[src/madt_pkg.sv]
`timescale 1ns / 1ps
// Shared types and constants for the MADT interrupt routing unit.
// Used by madt_ctrl, madt_dp, the top level and the checker; no dependencies.
package madt_pkg;

  localparam int DEF_MAX_IOAPICS   = 8;
  localparam int DEF_MAX_OVERRIDES = 16;
  localparam int PIN_WINDOW        = 24;
  localparam int ENTRY_START       = 44;

  // request kinds
  localparam logic [1:0] KIND_BYTE = 2'd0;
  localparam logic [1:0] KIND_ISA  = 2'd1;
  localparam logic [1:0] KIND_GSI  = 2'd2;

  // result kinds
  localparam logic [1:0] RK_TABLE = 2'd0;
  localparam logic [1:0] RK_ISA   = 2'd1;
  localparam logic [1:0] RK_GSI   = 2'd2;

  // MADT entry types
  localparam logic [7:0] ENT_LAPIC     = 8'd0;
  localparam logic [7:0] ENT_IOAPIC    = 8'd1;
  localparam logic [7:0] ENT_OVERRIDE  = 8'd2;
  localparam logic [7:0] ENT_LAPIC_OVR = 8'd5;

  typedef enum logic [3:0] {
    ST_IDLE,
    ST_BYTE,
    ST_APPLY,
    ST_FIN,
    ST_ISA,
    ST_GSI_LOAD,
    ST_GSI_SCAN,
    ST_GSI_TEST,
    ST_DONE
  } madt_state_t;

  typedef struct packed {
    logic capture;
    logic byte_step;
    logic apply;
    logic fin;
    logic isa_step;
    logic gsi_load;
    logic gsi_scan;
    logic gsi_test;
  } madt_cmd_t;

  typedef struct packed {
    logic byte_ignored;
    logic entry_done;
    logic table_end;
    logic end_pend;
    logic isa_done;
    logic gsi_none;
    logic scan_last;
    logic gsi_hit;
  } madt_sts_t;

endpackage

[src/madt_ctrl.sv]
`timescale 1ns / 1ps
// Sequencer for the MADT interrupt routing unit.
// Depends on madt_pkg; drives madt_dp through command/status structs.
module madt_ctrl (
  input  logic                clk,
  input  logic                rst,
  input  logic                start,
  input  logic [1:0]          kind,
  input  madt_pkg::madt_sts_t sts,
  output madt_pkg::madt_cmd_t cmd,
  output logic                busy,
  output logic                strobe
);

  madt_pkg::madt_state_t state, state_next;

  always_ff @(posedge clk) begin
    if (rst) begin
      state <= madt_pkg::ST_IDLE;
    end else begin
      state <= state_next;
    end
  end

  always_comb begin
    state_next = state;
    cmd        = '0;
    busy       = (state != madt_pkg::ST_IDLE);
    strobe     = 1'b0;
    unique case (state)
      madt_pkg::ST_IDLE: begin
        if (start) begin
          cmd.capture = 1'b1;
          priority case (kind)
            madt_pkg::KIND_BYTE: state_next = madt_pkg::ST_BYTE;
            madt_pkg::KIND_ISA:  state_next = madt_pkg::ST_ISA;
            madt_pkg::KIND_GSI:  state_next = madt_pkg::ST_GSI_LOAD;
            default:             state_next = madt_pkg::ST_IDLE;
          endcase
        end
      end
      madt_pkg::ST_BYTE: begin
        cmd.byte_step = 1'b1;
        priority if (sts.byte_ignored) state_next = madt_pkg::ST_IDLE;
        else if (sts.entry_done)       state_next = madt_pkg::ST_APPLY;
        else if (sts.table_end)        state_next = madt_pkg::ST_FIN;
        else                           state_next = madt_pkg::ST_IDLE;
      end
      madt_pkg::ST_APPLY: begin
        cmd.apply  = 1'b1;
        state_next = sts.end_pend ? madt_pkg::ST_FIN : madt_pkg::ST_IDLE;
      end
      madt_pkg::ST_FIN: begin
        cmd.fin    = 1'b1;
        state_next = madt_pkg::ST_DONE;
      end
      madt_pkg::ST_ISA: begin
        cmd.isa_step = 1'b1;
        if (sts.isa_done) state_next = madt_pkg::ST_DONE;
      end
      madt_pkg::ST_GSI_LOAD: begin
        cmd.gsi_load = 1'b1;
        state_next   = sts.gsi_none ? madt_pkg::ST_DONE : madt_pkg::ST_GSI_SCAN;
      end
      madt_pkg::ST_GSI_SCAN: begin
        cmd.gsi_scan = 1'b1;
        if (sts.scan_last) state_next = madt_pkg::ST_GSI_TEST;
      end
      madt_pkg::ST_GSI_TEST: begin
        cmd.gsi_test = 1'b1;
        state_next   = sts.gsi_hit ? madt_pkg::ST_DONE : madt_pkg::ST_GSI_LOAD;
      end
      madt_pkg::ST_DONE: begin
        strobe     = 1'b1;
        state_next = madt_pkg::ST_IDLE;
      end
      default: state_next = madt_pkg::ST_IDLE;
    endcase
  end

endmodule

[src/madt_dp.sv]
`timescale 1ns / 1ps
// Datapath: byte parser, entry buffer, IOAPIC/override tables, query walkers
// and result registers. Depends on madt_pkg; commanded by madt_ctrl.
module madt_dp #(
  parameter int MAX_IOAPICS   = madt_pkg::DEF_MAX_IOAPICS,
  parameter int MAX_OVERRIDES = madt_pkg::DEF_MAX_OVERRIDES
) (
  input  logic                clk,
  input  logic                rst,
  input  madt_pkg::madt_cmd_t cmd,
  output madt_pkg::madt_sts_t sts,
  input  logic [1:0]          kind,
  input  logic                first_byte,
  input  logic [7:0]          data_byte,
  input  logic [7:0]          isa_irq,
  input  logic [31:0]         gsi_query,
  output logic [1:0]          result_kind,
  output logic                table_valid,
  output logic [63:0]         lapic_addr,
  output logic                legacy_pic,
  output logic [7:0]          bsp_apic_id,
  output logic                found,
  output logic [31:0]         resolved_gsi,
  output logic [15:0]         override_flags,
  output logic [2:0]          ioapic_slot,
  output logic [7:0]          io_apic_id,
  output logic [31:0]         ioapic_address,
  output logic [4:0]          pin_number
);

  localparam int IO_CW = $clog2(MAX_IOAPICS + 1);
  localparam int IO_IW = (MAX_IOAPICS > 1) ? $clog2(MAX_IOAPICS) : 1;
  localparam int OV_CW = $clog2(MAX_OVERRIDES + 1);
  localparam int OV_IW = (MAX_OVERRIDES > 1) ? $clog2(MAX_OVERRIDES) : 1;

  // parser state
  logic [31:0] byte_offset, table_length;
  logic [7:0]  running_sum, entry_position;
  logic        entries_stopped, end_pend;
  logic [63:0] lapic_base;
  logic        pic_flag;
  logic [7:0]  boot_apic;
  logic [7:0]  entry_buffer [16];

  // tables
  logic [7:0]  io_apic_ids  [MAX_IOAPICS];
  logic [31:0] ioapic_addrs [MAX_IOAPICS];
  logic [31:0] ioapic_bases [MAX_IOAPICS];
  logic [IO_CW-1:0] ioapic_total;
  logic [7:0]  override_sources    [MAX_OVERRIDES];
  logic [31:0] override_gsis       [MAX_OVERRIDES];
  logic [15:0] override_flag_words [MAX_OVERRIDES];
  logic [OV_CW-1:0] override_total;

  // request and walk registers
  logic [7:0]       b_q, irq_q;
  logic [31:0]      gsi_q;
  logic [OV_CW-1:0] ov_cnt;
  logic [IO_CW-1:0] io_cnt, j_cnt;
  logic [31:0]      base_i;
  logic [4:0]       span;

  // byte-step decode
  logic        ignored, tbl_end, in_entry, ent_done;
  logic [32:0] off_inc;
  logic [31:0] len_now;
  logic [8:0]  elen, pos_inc;

  always_comb begin
    ignored  = (byte_offset >= 32'd8) && (byte_offset >= table_length);
    off_inc  = {1'b0, byte_offset} + 33'd1;
    // the top length byte lands on offset 7, the first offset that can end the table
    len_now  = (byte_offset == 32'd7) ? {b_q, table_length[23:0]} : table_length;
    tbl_end  = (byte_offset >= 32'd7) && (off_inc >= {1'b0, len_now});
    in_entry = (byte_offset >= 32'(madt_pkg::ENTRY_START)) && !entries_stopped;
    elen     = {1'b0, (entry_position == 8'd1) ? b_q : entry_buffer[1]};
    if (elen < 9'd2) elen = 9'd2;
    pos_inc  = {1'b0, entry_position} + 9'd1;
    ent_done = in_entry && (entry_position != 8'd0) &&
               !((entry_position == 8'd1) && (b_q == 8'd0)) && (pos_inc >= elen);
  end

  // query decode
  logic [OV_IW-1:0] ov_idx;
  logic [IO_IW-1:0] io_idx, j_idx, rd_idx;
  logic             isa_end, isa_hit, gsi_end, gsi_hit;
  logic [31:0]      rd_base, diff;
  logic [32:0]      win_end;

  always_comb begin
    ov_idx  = ov_cnt[OV_IW-1:0];
    io_idx  = io_cnt[IO_IW-1:0];
    j_idx   = j_cnt[IO_IW-1:0];
    rd_idx  = cmd.gsi_scan ? j_idx : io_idx;
    rd_base = ioapic_bases[rd_idx];
    diff    = rd_base - base_i;
    isa_end = (ov_cnt == override_total);
    isa_hit = !isa_end && (override_sources[ov_idx] == irq_q);
    gsi_end = (io_cnt == ioapic_total);
    win_end = {1'b0, base_i} + {28'd0, span};
    gsi_hit = (gsi_q >= base_i) && ({1'b0, gsi_q} < win_end);
  end

  always_comb begin
    sts              = '0;
    sts.byte_ignored = ignored;
    sts.entry_done   = ent_done;
    sts.table_end    = tbl_end;
    sts.end_pend     = end_pend;
    sts.isa_done     = isa_end || isa_hit;
    sts.gsi_none     = gsi_end;
    sts.scan_last    = (j_cnt == ioapic_total - IO_CW'(1));
    sts.gsi_hit      = gsi_hit;
  end

  always_ff @(posedge clk) begin
    if (rst) begin
      byte_offset     <= '0;
      table_length    <= '0;
      running_sum     <= '0;
      entry_position  <= '0;
      entries_stopped <= 1'b0;
      end_pend        <= 1'b0;
      lapic_base      <= '0;
      pic_flag        <= 1'b0;
      boot_apic       <= '0;
      ioapic_total    <= '0;
      override_total  <= '0;
    end else begin
      if (cmd.capture) begin
        b_q    <= data_byte;
        irq_q  <= isa_irq;
        gsi_q  <= gsi_query;
        ov_cnt <= '0;
        io_cnt <= '0;
        if (kind == madt_pkg::KIND_BYTE && first_byte) begin
          byte_offset     <= '0;
          table_length    <= '0;
          running_sum     <= '0;
          entry_position  <= '0;
          entries_stopped <= 1'b0;
          lapic_base      <= '0;
          pic_flag        <= 1'b0;
          boot_apic       <= '0;
          ioapic_total    <= '0;
          override_total  <= '0;
        end
      end

      if (cmd.byte_step && !ignored) begin
        running_sum <= running_sum + b_q;
        byte_offset <= off_inc[31:0];
        end_pend    <= tbl_end;
        if (byte_offset >= 32'd4 && byte_offset <= 32'd7)
          table_length[8*byte_offset[1:0] +: 8] <= b_q;
        else if (byte_offset >= 32'd36 && byte_offset <= 32'd39)
          lapic_base[8*byte_offset[1:0] +: 8] <= b_q;
        else if (byte_offset == 32'd40)
          pic_flag <= b_q[0];
        else if (in_entry) begin
          if (entry_position < 8'd16) entry_buffer[entry_position[3:0]] <= b_q;
          priority if (entry_position == 8'd0) entry_position <= 8'd1;
          else if (entry_position == 8'd1 && b_q == 8'd0) entries_stopped <= 1'b1;
          else if (ent_done) entry_position <= '0;
          else entry_position <= pos_inc[7:0];
        end
      end

      if (cmd.apply) begin
        priority if (entry_buffer[0] == madt_pkg::ENT_LAPIC && entry_buffer[1] >= 8'd8) begin
          if (entry_buffer[4][0] && boot_apic == 8'd0) boot_apic <= entry_buffer[3];
        end else if (entry_buffer[0] == madt_pkg::ENT_IOAPIC && entry_buffer[1] >= 8'd12) begin
          if (ioapic_total < IO_CW'(MAX_IOAPICS)) begin
            io_apic_ids[ioapic_total[IO_IW-1:0]]  <= entry_buffer[2];
            ioapic_addrs[ioapic_total[IO_IW-1:0]] <= {entry_buffer[7], entry_buffer[6],
                                                      entry_buffer[5], entry_buffer[4]};
            ioapic_bases[ioapic_total[IO_IW-1:0]] <= {entry_buffer[11], entry_buffer[10],
                                                      entry_buffer[9], entry_buffer[8]};
            ioapic_total <= ioapic_total + IO_CW'(1);
          end
        end else if (entry_buffer[0] == madt_pkg::ENT_OVERRIDE && entry_buffer[1] >= 8'd10) begin
          if (override_total < OV_CW'(MAX_OVERRIDES)) begin
            override_sources[override_total[OV_IW-1:0]]    <= entry_buffer[3];
            override_gsis[override_total[OV_IW-1:0]]       <= {entry_buffer[7], entry_buffer[6],
                                                               entry_buffer[5], entry_buffer[4]};
            override_flag_words[override_total[OV_IW-1:0]] <= {entry_buffer[9], entry_buffer[8]};
            override_total <= override_total + OV_CW'(1);
          end
        end else if (entry_buffer[0] == madt_pkg::ENT_LAPIC_OVR && entry_buffer[1] >= 8'd12) begin
          lapic_base <= {entry_buffer[11], entry_buffer[10], entry_buffer[9], entry_buffer[8],
                         entry_buffer[7], entry_buffer[6], entry_buffer[5], entry_buffer[4]};
        end else begin
          boot_apic <= boot_apic;
        end
      end

      if (cmd.isa_step && !(isa_end || isa_hit)) ov_cnt <= ov_cnt + OV_CW'(1);

      if (cmd.gsi_load && !gsi_end) begin
        base_i <= rd_base;
        span   <= 5'(madt_pkg::PIN_WINDOW);
        j_cnt  <= '0;
      end

      if (cmd.gsi_scan) begin
        if (j_cnt != io_cnt && rd_base > base_i && diff < {27'd0, span}) span <= diff[4:0];
        j_cnt <= j_cnt + IO_CW'(1);
      end

      if (cmd.gsi_test && !gsi_hit) io_cnt <= io_cnt + IO_CW'(1);
    end
  end

  // result registers: common fields first, then per-kind answers
  logic res_wr;
  assign res_wr = cmd.fin || (cmd.isa_step && (isa_end || isa_hit)) ||
                  (cmd.gsi_load && gsi_end) || (cmd.gsi_test && gsi_hit);

  always_ff @(posedge clk) begin
    if (res_wr) begin
      lapic_addr     <= lapic_base;
      legacy_pic     <= pic_flag;
      bsp_apic_id    <= boot_apic;
      table_valid    <= 1'b0;
      found          <= 1'b0;
      resolved_gsi   <= '0;
      override_flags <= '0;
      ioapic_slot    <= '0;
      io_apic_id     <= '0;
      ioapic_address <= '0;
      pin_number     <= '0;
      if (cmd.fin) begin
        result_kind <= madt_pkg::RK_TABLE;
        table_valid <= (running_sum == 8'd0) && (table_length >= 32'd8) &&
                       (ioapic_total != '0) && (lapic_base != 64'd0);
      end
      if (cmd.isa_step) begin
        result_kind    <= madt_pkg::RK_ISA;
        found          <= isa_hit;
        resolved_gsi   <= isa_hit ? override_gsis[ov_idx] : {24'd0, irq_q};
        override_flags <= isa_hit ? override_flag_words[ov_idx] : 16'd0;
      end
      if (cmd.gsi_load || cmd.gsi_test) begin
        result_kind <= madt_pkg::RK_GSI;
      end
      if (cmd.gsi_test) begin
        found          <= 1'b1;
        ioapic_slot    <= 3'(io_cnt);
        io_apic_id     <= io_apic_ids[io_idx];
        ioapic_address <= ioapic_addrs[io_idx];
        pin_number     <= 5'(gsi_q - base_i);
      end
    end
  end

endmodule

[src/madt_interrupt_routing_unit.sv]
`timescale 1ns / 1ps
// Top level of the MADT interrupt routing unit.
// Depends on madt_pkg, madt_ctrl and madt_dp.
//
// Usage:
//   A request is accepted on a rising edge with start high and busy low.
//   kind selects a table byte (first_byte restarts parsing), an ISA IRQ
//   lookup through the interrupt source overrides, or a GSI lookup that
//   finds the covering IOAPIC window (24 pins or up to the next base).
//   Each result sits on the result ports for exactly one cycle with
//   strobe high; the receiver cannot stall, so capture it then.
// Steps:
//   Table byte: no result; the last table byte steps through parse,
//   optional entry apply, finish and result.
//   ISA lookup: up to K stored overrides walked one per cycle.
//   GSI lookup: per IOAPIC tried a load, N base compares in the shared
//   comparator and a window test, N the stored IOAPIC count; then result.
//   The single read port on the IOAPIC base table sets the GSI rate.
// Reset: rst clears the parser, table counts and sequencer; tables are
//   not swept, entries are only read below their counts.
module madt_interrupt_routing_unit #(
  parameter int MAX_IOAPICS   = madt_pkg::DEF_MAX_IOAPICS,
  parameter int MAX_OVERRIDES = madt_pkg::DEF_MAX_OVERRIDES
) (
  input  logic        clk,
  input  logic        rst,
  input  logic        start,
  output logic        busy,
  input  logic [1:0]  kind,
  input  logic        first_byte,
  input  logic [7:0]  data_byte,
  input  logic [7:0]  isa_irq,
  input  logic [31:0] gsi_query,
  output logic        strobe,
  output logic [1:0]  result_kind,
  output logic        table_valid,
  output logic [63:0] lapic_addr,
  output logic        legacy_pic,
  output logic [7:0]  bsp_apic_id,
  output logic        found,
  output logic [31:0] resolved_gsi,
  output logic [15:0] override_flags,
  output logic [2:0]  ioapic_slot,
  output logic [7:0]  io_apic_id,
  output logic [31:0] ioapic_address,
  output logic [4:0]  pin_number
);

  madt_pkg::madt_cmd_t cmd;
  madt_pkg::madt_sts_t sts;

  // sequencer: one state per parse/walk step
  madt_ctrl u_ctrl (
    .clk    (clk),
    .rst    (rst),
    .start  (start),
    .kind   (kind),
    .sts    (sts),
    .cmd    (cmd),
    .busy   (busy),
    .strobe (strobe)
  );

  // datapath: holds tables and builds the result
  madt_dp #(
    .MAX_IOAPICS   (MAX_IOAPICS),
    .MAX_OVERRIDES (MAX_OVERRIDES)
  ) u_dp (
    .clk            (clk),
    .rst            (rst),
    .cmd            (cmd),
    .sts            (sts),
    .kind           (kind),
    .first_byte     (first_byte),
    .data_byte      (data_byte),
    .isa_irq        (isa_irq),
    .gsi_query      (gsi_query),
    .result_kind    (result_kind),
    .table_valid    (table_valid),
    .lapic_addr     (lapic_addr),
    .legacy_pic     (legacy_pic),
    .bsp_apic_id    (bsp_apic_id),
    .found          (found),
    .resolved_gsi   (resolved_gsi),
    .override_flags (override_flags),
    .ioapic_slot    (ioapic_slot),
    .io_apic_id     (io_apic_id),
    .ioapic_address (ioapic_address),
    .pin_number     (pin_number)
  );

endmodule

[config.mk]
export PLATFORM = sky130hd
export DESIGN_NAME = madt_interrupt_routing_unit
export DESIGN_NICKNAME = d
export VERILOG_FILES = /design/src/madt_pkg.sv /design/src/madt_ctrl.sv /design/src/madt_dp.sv /design/src/madt_interrupt_routing_unit.sv
export SDC_FILE = /design/constraint.sdc
export NUM_CORES = 2
export LEC_CHECK = 0
export BUFFER_PORTS_ARGS = -buffer_cell sky130_fd_sc_hd__buf_2
export CAP_MARGIN = 20
export CELL_PAD_IN_SITES_DETAIL_PLACEMENT = 0
export CELL_PAD_IN_SITES_GLOBAL_PLACEMENT = 2
export CORE_MARGIN = 5
export CORE_UTILIZATION = 48
export DETAILED_ROUTE_END_ITERATION = 10
export PLACE_DENSITY_LB_ADDON = 0.2
export RECOVER_POWER = 50
export SLEW_MARGIN = 40
export SYNTH_ARGS = -nofsm -noshare
export SYNTH_HDL_FRONTEND = slang
export SYNTH_SLANG_ARGS = --single-unit
[constraint.sdc]
create_clock -name clk -period 10.4 [get_ports clk]
set_input_delay 1.04 -clock clk [delete_from_list [all_inputs] [get_ports clk]]
set_output_delay 1.04 -clock clk [all_outputs]
set_load 0.005 [all_outputs]
# After elaboration in Yosys (flattened, before gate mapping)
# Memories as Yosys holds them, arrays and structs flattened. A register that Yosys moved wholly into a read port is not among the register bits.
# Cells that the tools add are included.
# word_totals
ff_bits	383
ramBits	1600
in_bits	54
output_inout_bits	175
memories	7
# memory_table
name	depth	word_bits	rd	rd_ports_with_merged_regs	write_ports	line	source
u_dp.override_gsis	16	32	1	1	1	madt_dp.sv:51	logic [31:0] override_gsis [MAX_OVERRIDES];
u_dp.ioapic_addrs	8	32	1	1	1	madt_dp.sv:47	logic [31:0] ioapic_addrs [MAX_IOAPICS];
u_dp.ioapic_bases	8	32	1	0	1	madt_dp.sv:48	logic [31:0] ioapic_bases [MAX_IOAPICS];
u_dp.override_flag_words	16	16	1	1	1	madt_dp.sv:52	logic [15:0] override_flag_words [MAX_OVERRIDES];
u_dp.entry_buffer	16	8	12	0	1	madt_dp.sv:43	logic [7:0] entry_buffer [16];
u_dp.override_sources	16	8	1	1	1	madt_dp.sv:50	logic [7:0] override_sources [MAX_OVERRIDES];
+1 memories	-	-	-	-	-	-	
# op_classes
n_addsub	13
order_cmp	22
eq_ne	25
shift	4
n_mux	131
bitwise_logic	1
n_reduce_logical	70
# op_table
op	n
$mux W64	11
$mux W32	9
$mux W8	24
$mux W4	18
$bwmux W64	1
$ge A32 B3 Y1 const B	2
$ge A32 B32 Y1	2
$ge A32 B4 Y1 const B	2
$ge A32 B6 Y1 const B	2
$reduce_bool A64 Y1	1
$shift A8 B34 Y64 const A	1
$shiftx A8 B34 Y64	1
$mux W5	12
$mux W1	47
$logic_not A8 Y1	5
$neg A5 Y34	1
$shift A8 B34 Y32 const A	1
$shiftx A8 B34 Y32	1
$add A32 B1 Y33 const B	1
$add A32 B5 Y33	1
$ge A33 B32 Y1	1
$lt A32 B33 Y1	1
$bwmux W32	1
$eq A32 B3 Y1 const B	1
49 further kinds	119

# Longest topological paths before layout
# logic_depth
ltp_word	14
mapped_depth	22
mapped_depth_nobuf	21

# Hierarchy
# A second synthesis with hierarchy kept.
# hier_totals
hier_cells	4862
area_unflattened_um2	83077.2
# modules_own_cells
mod	instances	cells_per_inst	area_per_inst_um2	seq_area_each_um2
madt_dp	1	4801	82666.8	58586.2
madt_ctrl	1	61	410.4	80.1

# Worst setup path before layout
# Ideal clock, no wire load.
# synth_path
path_kind	register to register
from	register u_dp.base_i[1]
to	register u_dp.bsp_apic_id[0] (enable)
setup_ns	0.531
arrival_ns	7.690
slack_ns	2.179
path_stages_with_launch	19
path_buffers	0
synth_period_minus_slack_ns	8.221
cell_sequence	edfxtp_1 -> ha_1 -> a21o_1 -> a21oi_1 -> o21ai_0 -> a21oi_1 -> or3_1 -> nor3_1 -> nand2_1 -> nor4_1 -> xnor2_1 -> ha_1 -> a21o_1 -> a2111oi_0 -> o211ai_1 -> a2111oi_0 -> a211oi_1 -> nor3_1 -> a211o_1
# synth_between
elab_chain_len	5
# synth_lines
item	line	source
start, declared	madt_dp.sv:60	logic [31:0] base_i;
start signal, assigned	madt_dp.sv:200	base_i <= rd_base;
$add A32 B5 Y33	madt_dp.sv:100	win_end = {1'b0, base_i} + {28'd0, span};
$lt A32 B33 Y1	madt_dp.sv:101	gsi_hit = (gsi_q >= base_i) && ({1'b0, gsi_q} < win_end);
$logic_and A1 B1 Y1 *	madt_dp.sv:101	
$logic_and A1 B1 Y1 *	madt_dp.sv:217	(cmd.gsi_load && gsi_end) || (cmd.gsi_test && gsi_hit);
$logic_or A1 B1 Y1 *	madt_dp.sv:217	
via u_dp.res_wr	madt_dp.sv:215	logic res_wr;
end signal, assigned	madt_dp.sv:223	bsp_apic_id <= boot_apic;
end, declared	madt_dp.sv:21	output logic [7:0] bsp_apic_id,
# The timed path passes the listed nets; every way through them passes the cells marked *.
# A chain may end at the register's enable or synchronous reset.

# Worst setup path in the final report
# layout_path
from	register u_dp.base_i[1]
to	register u_dp.resolved_gsi[1] (enable)
# layout_between
elab_chain_len	5
# layout_lines
item	line	source
$add A32 B5 Y33	madt_dp.sv:100	
$lt A32 B33 Y1	madt_dp.sv:101	
$logic_and A1 B1 Y1 *	madt_dp.sv:101	
$logic_and A1 B1 Y1 *	madt_dp.sv:217	
$logic_or A1 B1 Y1 *	madt_dp.sv:217	
via u_dp.res_wr	madt_dp.sv:215	
end signal, assigned	madt_dp.sv:240	resolved_gsi <= isa_hit ? override_gsis[ov_idx] : {24'd0, irq_q};
end, declared	madt_dp.sv:23	output logic [31:0] resolved_gsi,
# Marked as above.

==> reports/results.txt <==
The worst path needs 6.98 ns of the cycle, external delays included. The cell count after synthesis came out at 4,814. Counting cells, the worst reg-to-reg path comes to 20.

For the cell area after technology mapping, the log shows 82,800 µm². Yosys instantiated no cell more often than sky130_fd_sc_hd__edfxtp_1. In this run the clock root is driven by a sky130_fd_sc_hd__clkbuf_16. The biggest area consumer among synthesized cells was sky130_fd_sc_hd__edfxtp_1.

The detailed-router iteration count before antenna repair is 5, and the post-route total power is 0.0174 W. TritonCTS built the clock tree. Global routing finished with a remaining overflow of 0.

Summed over all layers, the routed wires come to 217,000 µm. For the pin with the worst max-slew slack, the measured transition is 3.97 ns. The logs give 45,500 for the number of vias after detailed routing and 157 µV for the peak supply drop. The final weighted congestion in routability-driven placement is 0.854, and the net switching power of the design is 0.00390 W. Clock-pin slew was measured on the worst setup and hold paths at 0.06 ns. Data arrives at the worst endpoint at 7.43 ns. For the number of buffers added by the clock tree synthesis step, the log shows 202. The startpoint identified for the worst register-to-register timing path is u_dp.base_i[1]. On the final layout, the worst hold slack is 0.371 ns. The critical path in this run is classified as reg2reg. Registers are responsible for 50.7% of the overall power. Yosys mapped a number of flops with a built-in enable equal to 1,839. The worst hold-check path type is in2reg. The initial utilization of the core area, before any placement, comes to 48.3%.

The share of the Yosys chip area taken by registers is 70.9%. The top-level I/O count was 229. In the synthesized netlist, the cells that appear most often are sky130_fd_sc_hd__edfxtp_1 (1,839), sky130_fd_sc_hd__mux4_2 (371), sky130_fd_sc_hd__nand2_1 (221).

On the critical path, the stage with the largest delay is an instance of sky130_fd_sc_hd__a2111oi_1. The endpoint identified for the worst register-to-register timing path is u_dp.resolved_gsi[1]. For hold timing, the worst endpoint is u_dp.irq_q[6]. Of the cells placed in the final design, the portion with a size suffix greater than 1 is 18.4%. For flop-to-flop paths, the worst setup slack is 3.42 ns. The final clock skew was 0.0591 ns; the fraction of registers with async set/reset was 0%. The switching share of total power was 22.5%. The startpoint identified for the worst hold timing path is isa_irq[6].

Derived from the worst setup path, the maximum achievable clock frequency is 143 MHz. The worst slew margin relative to its limit is -165%. The flow ran to the end, but the final reports show violations. At the end of the flow, the number of nets in the layout was 5,419.

Using the TritonRoute via totals, the vias-per-cell ratio works out to 5.96. In this run the power density over the cells is 185 nW/µm². The number of nets produced by synthesis was 5,080; the die extent in y was 425 µm. The combinational fraction of design power is 7.9%.

The H-tree was split into 4 levels. The floorplan step defined a core boundary enclosing 172,000 µm². The remaining antenna violation count is 0, and the number of antenna violations at the first check in global routing is 10. In the global route stage, met3 resource usage came out at 3.10%. The cell family contributing the most delay on the critical path is compound AO/OA/AOI/OAI gates.

The number of hold buffers added after CTS was 0. The DRC violations left came out at 0. For this run, the number of Yosys warnings is 0. The tools report the final-report max-slew violation count as 503. In this run the biggest area consumer among cell types represents 66.7% of the synthesized area.

Global routing consumed, on the met1 layer, 34.8% of the routing resources. The floorplan step defined a die boundary enclosing 181,000 µm². From left edge to right edge, the die measures 425 µm.

The checks that failed: max-capacitance violations, max-slew violations. The wire-length estimate of the detail-placed layout is 133,000 µm. For the pin count of the biggest net entering global routing, the log shows 96. The worst setup path is launched from a register. For this run, the leading register cell type out of synthesis is sky130_fd_sc_hd__edfxtp_1. The highest fanout seen on the critical path was 95.

Setup repair after global routing left no endpoint under its margin. Number of cells on the worst hold path: 1. Setup violations remaining at the end of the flow were counted as 0. The average cell area after synthesis was 17.2 µm²; the later-pin clock latency in the skew report was 0.85 ns.

The post-CTS setup-driven buffer insertion count is 0. The logs give 0.0135 W for the internal cell power and 0 ns for the setup TNS. For this design the static power due to leakage is 30.7 nW. No sink is reached through more buffers than the 3 on the longest clock path. The final number of hold-violating endpoints came out at 0.

The met2 track demand over resource is 38.4%. Across every metal layer, demand over resource in global routing totals 23.9%. After synthesis the netlist holds a flip-flop and latch count of 2,011. After detailed routing, the average wire length per cell comes to 28.5 µm.

After filler insertion, the fill cell instance count of the layout stands at 13,700. The run gives 10.85 ns as the required time of the critical path. The tools report the number of max-cap violations as 14.

The critical path goes through ha_1 > a21o_1 > a21oi_1 > o21ai_0 > a21oi_1 > or3_1 > nor3_1 > nand2_1 > nor4_1 > xnor2_1 > ha_1 > a21o_1 > a2111oi_1 > o211ai_1 > a2111oi_0 > a211oi_1 > buf_4 > nor3_1 > a211o_4 > buf_12. The clock group share of total power is 41.4%, and the count of port buffers added during placement is 228. The area growth from synthesis to layout works out to 13.2%.

After synthesis, the cell types taking the most area are sky130_fd_sc_hd__edfxtp_1 (67%), sky130_fd_sc_hd__mux4_2 (10%), sky130_fd_sc_hd__dfxtp_1 (4.2%), sky130_fd_sc_hd__ha_1 (3.1%), sky130_fd_sc_hd__mux2i_1 (1.7%). The worst setup path is captured at a register. Clock tree synthesis found a total of 2,011 sinks.

The run gives 78 as the post-synthesis cell type count. The DRC violation total after the first TritonRoute iteration was 4,306. The first global-routing pass estimated 316,000 µm of wire.

Final critical-path share of the clock period: 67.1%. The critical path contains buffers and inverters numbering 2 combined. The cell row count is 152. Layer with the highest usage after global routing: met2. The number of gates given a new drive strength after cts was 0; the biggest cell delay along the critical path was 0.63 ns. For the via count of the first global-routing pass, the log shows 45,400.
[cell families (layout without fill, tap and decap cells)]
group | Yosys count | in the layout | synth area share, %
xor gates and xnor gates | 118 | 118 | 1.25
and+or+nand+nor | 969 | 969 | 5.84
AOI/OAI and AO/OA | 586 | 586 | 4.62
muxes | 561 | 561 | 12.5
other | 0 | 4 | 0
buffers and inverters | 357 | 866 | 1.74
DFF | 2011 | 2011 | 70.9
adders and majority gates | 212 | 212 | 3.24
[power by group through the flow]
stage / Sequential, W / Clock (W) / Combinational [W]
after floorplan: 0.00895 / 0 / 0.00101
after global placement: 0.00899 / 0 / 0.00136
after detailed placement: 0.00899 / 0 / 0.00137
after CTS: 0.00882 / 0.00731 / 0.00137
after global routing: 0.00881 / 0.00765 / 0.00148
final: 0.00881 / 0.00718 / 0.00137
[routing by layer]
| layer | wire (µm) | part of all wire, % |
|---|---|---|
| met5 | 0 | 0 |
| met4 | 6260 | 2.9 |
| met3 | 12800 | 5.9 |
| met2 | 104000 | 48 |
| met1 | 94700 | 44 |
[cell type report]
class	instances	area (µm²)	share of cell area, %
Sequential cell	2011	58700	62.6
Multi-Input combinational cell	2446	23000	24.6
Clock buffer	272	5430	5.80
Tap cell	2310	2890	3.08
Timing Repair Buffer	378	2130	2.28
Clock inverter	102	1120	1.20
Inverter	114	428	0.457
Antenna cell	4	10.0	0.0107
[worst max-delay path by stage]
stage,from,slack (ns),endpoint,cells after the start
final,u_dp.base_i[1],3.42,u_dp.resolved_gsi[1],20
after global routing,u_dp.base_i[1],2.76,u_dp.ioapic_address[25],20
after CTS,u_dp.base_i[1],3.06,u_dp.resolved_gsi[1],20
after detailed placement,u_dp.base_i[1],3.13,u_dp.resolved_gsi[1],20
after global placement,u_ctrl.state[0],3.29,u_dp.span[3],21
after floorplan,u_dp.base_i[1],2.18,u_dp.bsp_apic_id[0],18
[per-stage QoR]
| stage | utilization, % | cell area (µm²) | worst slack, ns | instances |
|---|---|---|---|---|
| 2_1_floorplan | - | 82800 | 2.18 | 4814 |
| 3_3_place_gp | 50.6 | 86800 | 3.29 | 7194 |
| 3_5_place_dp | 51.0 | 87500 | 3.13 | 7234 |
| 4_1_cts | 54.8 | 94000 | 3.06 | 7608 |
| 5_1_grt | 54.6 | 93700 | 2.76 | 7633 |
| 6_report | 54.6 | 93700 | 3.42 | 7637 |
[cell usage in the layout, fill, tap and decap left out, types with 83 or more instances in the layout]
master                      instances
sky130_fd_sc_hd__a21oi_1          190
sky130_fd_sc_hd__nor2_1           167
sky130_fd_sc_hd__buf_2            110
sky130_fd_sc_hd__clkbuf_1         248
sky130_fd_sc_hd__mux2i_1          137
sky130_fd_sc_hd__nand3_1          207
sky130_fd_sc_hd__dfxtp_1          168
sky130_fd_sc_hd__inv_1            112
sky130_fd_sc_hd__nand2_1          220
sky130_fd_sc_hd__o21ai_0           83
sky130_fd_sc_hd__mux4_2           371
sky130_fd_sc_hd__edfxtp_1        1839
sky130_fd_sc_hd__clkbuf_16        204
sky130_fd_sc_hd__ha_1             208
[flip-flops by register name, summed over array words and instances, names as in the netlist, 16 cells and up, named ones only]
register                  flops
u_dp.io_apic_ids             64
u_dp.override_sources       128
u_dp.byte_offset             32
u_dp.override_gsis          512
u_dp.gsi_q                   32
u_dp.ioapic_address          32
u_dp.lapic_addr              64
u_dp.resolved_gsi            32
u_dp.entry_buffer            96
u_dp.ioapic_bases           256
u_dp.override_flag_words    256
u_dp.table_length            32
u_dp.lapic_base              64
u_dp.base_i                  32
u_dp.override_flags          16
u_dp.ioapic_addrs           256
[worst reg2reg max path, stage by stage, from the launching register on]
cell,delay [ns]
sky130_fd_sc_hd__edfxtp_1,0.44
sky130_fd_sc_hd__ha_1,0.30
sky130_fd_sc_hd__a21o_1,0.11
sky130_fd_sc_hd__a21oi_1,0.09
sky130_fd_sc_hd__o21ai_0,0.18
sky130_fd_sc_hd__a21oi_1,0.17
sky130_fd_sc_hd__or3_1,0.48
sky130_fd_sc_hd__nor3_1,0.44
sky130_fd_sc_hd__nand2_1,0.20
sky130_fd_sc_hd__nor4_1,0.31
sky130_fd_sc_hd__xnor2_1,0.17
sky130_fd_sc_hd__ha_1,0.26
sky130_fd_sc_hd__a21o_1,0.17
sky130_fd_sc_hd__a2111oi_1,0.63
sky130_fd_sc_hd__o211ai_1,0.22
sky130_fd_sc_hd__a2111oi_0,0.50
sky130_fd_sc_hd__a211oi_1,0.14
sky130_fd_sc_hd__buf_4,0.19
sky130_fd_sc_hd__nor3_1,0.32
sky130_fd_sc_hd__a211o_4,0.59
sky130_fd_sc_hd__buf_12,0.52
Note: power is estimated with default switching activity, not from simulation.
